$ cat src/design/sra_pkg.sv
// Shared constants, payload types and status codes for the station record aggregator.
`default_nettype none
package sra_pkg;

    localparam int STATIONS    = 1024;
    localparam int NAME_BYTES  = 128;

    localparam int SLOT_W      = $clog2(STATIONS);
    localparam int USED_W      = $clog2(STATIONS + 1);
    localparam int LEN_W       = $clog2(NAME_BYTES + 1);
    localparam int NB_IDX_W    = $clog2(NAME_BYTES);
    localparam int NAME_ADDR_W = $clog2(STATIONS * NAME_BYTES);

    localparam int STATUS_W    = 3;
    localparam int OUT_SLOT_W  = 10;
    localparam int COUNT_W     = 32;
    localparam int TOTAL_W     = 48;
    localparam int VALUE_W     = 16;
    localparam int MAG_W       = TOTAL_W + 1;

    localparam logic [STATUS_W-1:0] ST_UPDATED  = 3'd0;
    localparam logic [STATUS_W-1:0] ST_INSERTED = 3'd1;
    localparam logic [STATUS_W-1:0] ST_FULL     = 3'd2;
    localparam logic [STATUS_W-1:0] ST_TOO_LONG = 3'd3;
    localparam logic [STATUS_W-1:0] ST_QUERY_OK = 3'd4;
    localparam logic [STATUS_W-1:0] ST_EMPTY    = 3'd5;

    localparam logic [7:0] CH_SEMI    = 8'h3B;
    localparam logic [7:0] CH_MINUS   = 8'h2D;
    localparam logic [7:0] CH_DOT     = 8'h2E;
    localparam logic [7:0] CH_NEWLINE = 8'h0A;
    localparam logic [7:0] CH_ZERO    = 8'h30;
    localparam logic [VALUE_W-1:0] RADIX = 16'd10;

    typedef struct packed {
        logic                  kind;
        logic [7:0]            data_byte;
        logic [OUT_SLOT_W-1:0] query_slot;
    } sra_in_t;

    typedef struct packed {
        logic [STATUS_W-1:0]       status;
        logic [OUT_SLOT_W-1:0]     slot;
        logic [COUNT_W-1:0]        count;
        logic signed [TOTAL_W-1:0] total;
        logic signed [VALUE_W-1:0] minimum;
        logic signed [VALUE_W-1:0] maximum;
        logic signed [VALUE_W-1:0] mean_tenths;
    } sra_out_t;

    typedef struct packed {
        logic [COUNT_W-1:0]        count;
        logic signed [TOTAL_W-1:0] total;
        logic signed [VALUE_W-1:0] minimum;
        logic signed [VALUE_W-1:0] maximum;
    } sra_fig_t;

endpackage
`default_nettype wire

$ cat src/design/sra_div.sv
// Restoring divider, one quotient bit per cycle, for the rounded mean.
`default_nettype none
module sra_div (
    input  wire logic                        aclk,
    input  wire logic                        aresetn,
    input  wire logic                        start,
    input  wire logic [sra_pkg::MAG_W-1:0]   dividend,
    input  wire logic [sra_pkg::COUNT_W-1:0] divisor,
    output logic                             done,
    output logic [sra_pkg::MAG_W-1:0]        quotient
);
    import sra_pkg::*;

    localparam int STEP_W = $clog2(MAG_W);

    logic               busy_reg;
    logic               done_reg;
    logic [STEP_W-1:0]  step_reg;
    logic [MAG_W-1:0]   dq_reg;
    logic [COUNT_W:0]   rem_reg;
    logic [COUNT_W-1:0] dvs_reg;

    logic [COUNT_W:0]   rem_sh;
    logic               ge;
    logic [COUNT_W:0]   rem_new;

    assign rem_sh  = {rem_reg[COUNT_W-1:0], dq_reg[MAG_W-1]};
    assign ge      = rem_sh >= {1'b0, dvs_reg};
    assign rem_new = ge ? rem_sh - {1'b0, dvs_reg} : rem_sh;

    always_ff @(posedge aclk) begin
        if (!aresetn) begin
            busy_reg <= 1'b0;
            done_reg <= 1'b0;
            step_reg <= '0;
        end else begin
            // done pulses for one cycle after the last quotient bit
            done_reg <= busy_reg && !start && (step_reg == STEP_W'(MAG_W - 1));
            if (start) begin
                busy_reg <= 1'b1;
                step_reg <= '0;
            end else if (busy_reg) begin
                step_reg <= step_reg + 1'b1;
                if (step_reg == STEP_W'(MAG_W - 1)) begin
                    busy_reg <= 1'b0;
                end
            end
        end
    end

    always_ff @(posedge aclk) begin
        if (start) begin
            dq_reg  <= dividend;
            rem_reg <= '0;
            dvs_reg <= divisor;
        end else if (busy_reg) begin
            dq_reg  <= {dq_reg[MAG_W-2:0], ge};
            rem_reg <= rem_new;
        end
    end

    assign done     = done_reg;
    assign quotient = dq_reg;

endmodule
`default_nettype wire

$ cat config.mk
export PLATFORM = sky130hd
export DESIGN_NAME = sra_div
export DESIGN_NICKNAME = d
export VERILOG_FILES = /design/src/design/sra_pkg.sv /design/src/design/sra_div.sv
export SDC_FILE = /design/constraint.sdc
export NUM_CORES = 1
export LEC_CHECK = 0
export BUFFER_PORTS_ARGS = -buffer_cell sky130_fd_sc_hd__clkbuf_2
export CAP_MARGIN = 10
export CORE_UTILIZATION = 30
export DETAILED_ROUTE_END_ITERATION = 10
export PLACE_DENSITY_LB_ADDON = 0.05
export SYNTH_ARGS = -nofsm -noshare
export SYNTH_HDL_FRONTEND = slang
export SYNTH_SLANG_ARGS = --single-unit
export TNS_END_PERCENT = 30
$ cat constraint.sdc
create_clock -name aclk -period 3.8 [get_ports aclk]
set_clock_uncertainty 0.05 [all_clocks]
set_input_delay 0.76 -clock aclk [delete_from_list [all_inputs] [get_ports aclk]]
set_output_delay 0.76 -clock aclk [all_outputs]
set_load 0.005 [all_outputs]
==> impl_metrics.py, run 1 <==
metrics = {
    "outcome": {
        "outcome": "complete, no violations",
    },
    "placed_design": {
        "gp_congestion": 0.793,
        "post-place-cells": 1012,
        "dp_hpwl_mm": 11.6,
        "port_buffers": 133,
    },
    "drt": {
        "drt_pass1_iterations": 4,
        "num_vias": 5073,
        "viasPerCell": 4.86,
        "drt-initial-drc-count": 161,
        "drt-total-wl_mm": 16.2,
        "ant_nets": 0,
        "drc": 0,
        "wire_per_inst_um": 15.5,
    },
    "power": {
        "p_per_area_mw_per_mm2": 483,
        "sw_frac_of_total": 0.285,
        "pwr-share-seq": 0.398,
        "peakVddDrop_v": 0.000247,
        "p_int_mw": 2.87,
        "p_sw_mw": 1.14,
        "power_frac_comb": 0.184,
        "p_leak_nw": 3.54,
        "clkPwrFrac": 0.418,
    },
    "cells_and_area": {
        "layout-drive-gt1-share": 0.304,
        "antenna_cells": 0,
        "final_nets": 870,
        "fin_cells": 1044,
        "fillers": 2213,
        "largest_reg_flops": 49,
        "syn_to_final_growth_pct": 23.5,
    },
    "timing": {
        "fmax_ghz": 0.294,
        "hold_viol_final": 0,
        "fin_crit_ns": 3.40,
        "rsz0062_at_grt": "no",
        "worst_pin_slew_ns": 0.771,
        "slew_headroom": 0.484,
        "fin_tns_setup_ns": 0,
        "period_share": 0.896,
        "setup_violations": 0,
        "maxSlewViolCount": 0,
    },
    "global_routing": {
        "grt_start_max_net_pins": 100,
        "grt_pass1_vias": 5389,
        "grt_pass1_wl_mm": 26.9,
        "antenna_found_initial": 0,
        "overflow": 0,
        "grtUsageTotal": 0.152,
    },
    "run": {
        "maxCapViolations": 0,
    },
    "clocking": {
        "clock_path_buffers": 2,
        "cts-root-buf": "clkbuf_16",
        "cts_tree": "built",
        "cts_setup_buffers": 0,
        "clock_sinks": 121,
        "insertion_delay_ns": 0.42,
        "clk_pin_slew_ns": 0.06,
        "cts_max_level": 4,
        "cts_buffers": 17,
    },
    "setup_path": {
        "worst-path-max-fanout": 17,
        "r2r_slack_ns": 0.40,
        "worstSetupEndpointType": "flop",
        "path_cells": "inv_1 > ha_1 > nand3_1 > a211oi_2 > nor3_1 > o41ai_2 > o31ai_2 > o41ai_4 > buf_12 > nand2_1 > o221ai_1",
        "crit_path_top_delay_cell": "o41ai_4",
        "r2r-end": "rem_reg[26]",
        "max_stage_delay_ns": 0.65,
        "r2r-start": "dvs_reg[5]",
        "arrival_ns": 3.68,
        "required_ns": 4.08,
        "critPathLaunchType": "flop",
        "path_class": "reg2reg",
        "worst-r2r-cell-count": 11,
    },
    "floorplanning": {
        "dieArea_mm2": 0.0230,
        "coreArea_mm2": 0.0219,
        "fp.dieW_um": 152,
        "dieHeight_um": 152,
        "rows": 54,
        "start_util": 0.307,
        "pin_count": 134,
    },
    "logic_synthesis": {
        "synth_warnings": 0,
        "avgSynthCellArea_um2": 10.8,
        "ys_seq_area_frac": 0.481,
        "yosysTopAreaCell": "edfxtp_1",
        "synthTopCellsByCount": "edfxtp_1, mux2_2, nor2_1, a21oi_1, inv_1",
        "synth_cell_types": 57,
        "synthTopCellsByArea": "edfxtp_1, dfxtp_1, mux2_2",
        "async_flop_share": 0,
        "synth_seq_cells": 121,
        "synth_nets": 742,
        "synth_flop_cell": "edfxtp_1",
        "synth_area_mm2": 0.00672,
        "synth.most_common_cell": "edfxtp_1",
        "synth_edf_count": 81,
        "synthCells": 623,
        "synth_top_area_share": 0.362,
    },
    "worst_hold_path": {
        "min_from": "rem_reg[21]",
        "whs_path_depth": 2,
        "min_path_type": "reg2reg",
        "worstHoldEndpoint": "rem_reg[21]",
    },
}
[power by group through the flow]
stage | clock [mW] | sequential [mW] | combinational, mW
after floorplan | 0 | 1.62 | 0.505
after global placement | 0 | 1.62 | 0.749
after detailed placement | 0 | 1.62 | 0.747
after CTS | 1.72 | 1.60 | 0.751
after global routing | 1.79 | 1.61 | 0.828
final | 1.67 | 1.60 | 0.739
[routing by layer]
layer / wire, um / part of all wire / global-route usage / vias to the layer above
li1: - / - / - / 2562
met3: 1390 / 0.086 / 0.0590 / 16
met1: 7350 / 0.45 / 0.188 / 2352
met2: 7330 / 0.45 / 0.244 / 143
met4: 131 / 0.0081 / 0.0475 / 0
met5: 0 / 0 / 0 / -
[kinds of logic after synthesis]
logic type,after synthesis,synth area share
buffers and inverters,75,0.0449
AOI/OAI and AO/OA,153,0.155
DFF,121,0.481
and+or+nand+nor,136,0.0956
muxes,70,0.114
xor gates and xnor gates,33,0.0430
adders and majority gates,35,0.0663
[cells in the final DEF, fill, tap and decap left out, types with 3 or more instances in the layout]
master,instances
or3_1,5
nand3_1,3
buf_4,6
a31oi_1,5
mux2i_1,20
o21ai_0,15
and4_1,4
inv_6,7
o21a_1,6
a211oi_1,23
a21o_1,21
nand4_1,12
clkbuf_2,132
inv_8,3
mux2_2,50
clkbuf_16,17
inv_1,42
o211ai_1,5
o221ai_1,4
buf_12,3
nand2b_1,3
nor2b_1,6
nor2_1,48
o21bai_1,5
xnor2_1,19
edfxtp_1,81
o21ai_1,6
nor3_1,4
a21oi_1,44
xor2_1,14
ha_1,34
nand2_1,40
dfxtp_1,40
[cell type report]
class / instances / area (um^2) / area share
Sequential cell: 121 / 3230 / 0.390
Multi-Input combinational cell: 427 / 3180 / 0.384
Timing Repair Buffer: 141 / 766 / 0.0923
Clock buffer: 17 / 425 / 0.0513
Tap cell: 280 / 350 / 0.0422
Clock inverter: 15 / 176 / 0.0213
Inverter: 43 / 161 / 0.0195
[critical path: cells and delay by family (launching register included)]
| family | cells | cell delay (ns) |
|---|---|---|
| AO/OA/AOI/OAI | 5 | 1.80 |
| flip-flops | 1 | 0.33 |
| buffers and inverters | 2 | 0.29 |
| adder cells (fa/ha/maj) | 1 | 0.35 |
| AND/OR/NAND/NOR | 3 | 0.47 |
[repair_timing]
action	in CTS	in global routing
setup endpoints to repair	0	4
hold endpoints to repair	0	0
resized for setup	0	0
hold buffers	0	0
[metrics by stage]
stage                     setup slack, ns  hold WS (ns)  cell area, um^2   util  total power [mW]
final                               0.397         0.423             8290  0.379              4.01
after global routing               0.0824         0.434             8290  0.379              4.23
after CTS                           0.240         0.423             8290  0.379              4.07
after detailed placement            0.285         0.414             7690  0.351              2.37
after global placement              0.375         0.415             7690  0.351              2.37
after floorplan                     0.929         0.389             6720      -              2.12
[worst max-delay path by stage]
stage                from           to  slack, ns  depth (start not counted)
6_report       dvs_reg[5]  rem_reg[26]       0.40                         11
3_3_place_gp   dvs_reg[6]  rem_reg[25]       0.37                         11
5_1_grt        dvs_reg[5]  rem_reg[26]       0.08                         11
3_5_place_dp   dvs_reg[5]  rem_reg[25]       0.29                         11
4_1_cts        dvs_reg[5]  rem_reg[26]       0.24                         11
2_1_floorplan  dvs_reg[6]  rem_reg[16]       0.93                         12
(Power assumes the default switching activity.)
==> inputs of run 2 (changes only) <==
Settings changed: CORE_UTILIZATION 30 to 45.
==> run 2 against run 1 <==
Effect of this change: sequential power barely moved; global-route usage up 5.1 points; critical endpoint is now rem_reg[27]; largest cell class unchanged; core utilization up 18 points; cell count down 9.4%; clock power is 5% higher; critical path type unchanged; register-to-register slack improved by 0.17 ns.
==> impl_metrics.py, run 2 (synthesis gave the netlist of run 1 again) <==
metrics = {
    "timing": {
        "setup_violations": 0,
        "fin_tns_setup_ns": 0,
        "slew_headroom": 0.302,
        "period_share": 0.851,
        "fin_crit_ns": 3.23,
        "hold_viol_final": 0,
        "rsz0062_at_grt": "no",
        "fmax_ghz": 0.309,
        "maxSlewViolCount": 0,
        "worst_pin_slew_ns": 1.05,
    },
    "clocking": {
        "clock_path_buffers": 2,
        "cts_buffers": 17,
        "clk_pin_slew_ns": 0.05,
        "cts_max_level": 4,
        "insertion_delay_ns": 0.42,
        "cts-root-buf": "clkbuf_16",
        "cts_resized": 0,
        "clock_sinks": 121,
        "cts_setup_buffers": 0,
        "cts_tree": "built",
        "cts_hold_buf": 0,
    },
    "cells_and_area": {
        "syn_to_final_growth_pct": 21.4,
        "antenna_cells": 0,
        "layout-drive-gt1-share": 0.297,
        "final_nets": 868,
        "fillers": 1277,
        "largest_reg_flops": 49,
        "layout_commonest_cell": "clkbuf_2",
        "final_cell_mix": "clkbuf_2, edfxtp_1, mux2_2",
        "final_area_mm2": 0.00815,
    },
    "power": {
        "power_frac_comb": 0.177,
        "p_per_area_mw_per_mm2": 500,
        "clkPwrFrac": 0.430,
        "p_int_mw": 3.03,
        "p_leak_nw": 3.54,
        "peakVddDrop_v": 0.000339,
        "sw_frac_of_total": 0.258,
        "p_sw_mw": 1.05,
        "pwr-share-seq": 0.392,
    },
    "drt": {
        "drt-initial-drc-count": 226,
        "num_vias": 5068,
        "ant_nets": 0,
        "drt_pass1_iterations": 4,
        "drc": 0,
        "drt-total-wl_mm": 15.1,
        "viasPerCell": 5.36,
        "wire_per_inst_um": 15.9,
    },
    "global_routing": {
        "grtUsageTotal": 0.203,
        "overflow": 0,
        "grt_start_max_net_pins": 53,
        "grt_pass1_vias": 4887,
        "grt_pass1_wl_mm": 23.7,
        "antenna_found_initial": 0,
    },
    "floorplanning": {
        "dieHeight_um": 124,
        "dieArea_mm2": 0.0154,
        "rows": 44,
        "fp.dieW_um": 124,
        "coreArea_mm2": 0.0145,
        "start_util": 0.462,
        "pin_count": 134,
    },
    "setup_path": {
        "path_class": "reg2reg",
        "critPathLaunchType": "flop",
        "worstSetupEndpointType": "flop",
        "arrival_ns": 3.48,
        "r2r_slack_ns": 0.57,
        "required_ns": 4.05,
        "worst-path-max-fanout": 17,
    },
    "placed_design": {
        "place_area_mm2": 0.00752,
        "dp_hpwl_mm": 11.1,
        "gp_congestion": 0.859,
        "port_buffers": 133,
    },
    "outcome": {
        "outcome": "complete, no violations",
    },
    "run": {
        "maxCapViolations": 0,
    },
    "worst_hold_path": {
        "min_path_type": "reg2reg",
    },
}
[run 2: cell types whose count changed in the layout (fill, tap and decap cells not counted), moves of 2 or more]
cell	previous run	this run
inv_8	3	0
buf_12	3	0
clkinv_4	2	0
clkinvlp_4	0	2
clkbuf_1	0	2
bufinv_16	2	5
clkinv_1	1	3
inv_6	7	2
[run 2: worst paths after layout]
kind	startpoint	end	cells after the start
setup / recovery	rem_reg[9]	rem_reg[27]	11
hold / removal	rem_reg[21]	rem_reg[21]	2
setup reg to reg	rem_reg[9]	rem_reg[27]	11
hold reg to reg	rem_reg[21]	rem_reg[21]	2
[run 2: power groups by stage]
stage | sequential [mW] | combinational [mW] | clock [mW]
after detailed placement | 1.62 | 0.725 | 0
after global placement | 1.62 | 0.718 | 0
after floorplan | 1.62 | 0.505 | 0
after global routing | 1.61 | 0.801 | 1.84
after CTS | 1.60 | 0.728 | 1.78
final | 1.60 | 0.723 | 1.75
[run 2: final cells by class]
type / instances / area [um^2] / share of cell area
Clock inverter: 13 / 199 / 0.0244
Tap cell: 184 / 230 / 0.0282
Sequential cell: 121 / 3230 / 0.397
Timing Repair Buffer: 139 / 713 / 0.0875
Clock buffer: 19 / 433 / 0.0531
Inverter: 43 / 161 / 0.0198
Multi-Input combinational cell: 427 / 3180 / 0.390
[run 2: routing by layer]
| metal | track usage | part of all wire | vias up |
|---|---|---|---|
| li1 | - | - | 2537 |
| met1 | 0.248 | 0.45 | 2403 |
| met2 | 0.332 | 0.47 | 112 |
| met3 | 0.0691 | 0.062 | 16 |
| met4 | 0.0707 | 0.013 | 0 |
| met5 | 0 | 0 | - |
[run 2: critical path, stage by stage, from the launching register on]
cell and delay, ns:
dfxtp_1 0.33, ha_1 0.41, a211o_1 0.32, or3_1 0.32, nor3_1 0.24, o41ai_2 0.16
o31ai_2 0.38, o41ai_4 0.14, buf_4 0.22, nand2_1 0.21, nor2_1 0.08, a211o_1 0.26
[run 2: metrics by stage]
stage                     setup slack (ns)   util  power [mW]  hold slack [ns]  std cells
after detailed placement             0.527  0.517        2.35            0.435        914
after global placement               0.588  0.517        2.34            0.407        914
after global routing                 0.291  0.561        4.25            0.451        946
after CTS                            0.526  0.561        4.11            0.444        946
after floorplan                      0.929      -        2.12            0.389        623
final                                0.567  0.561        4.08            0.439        946
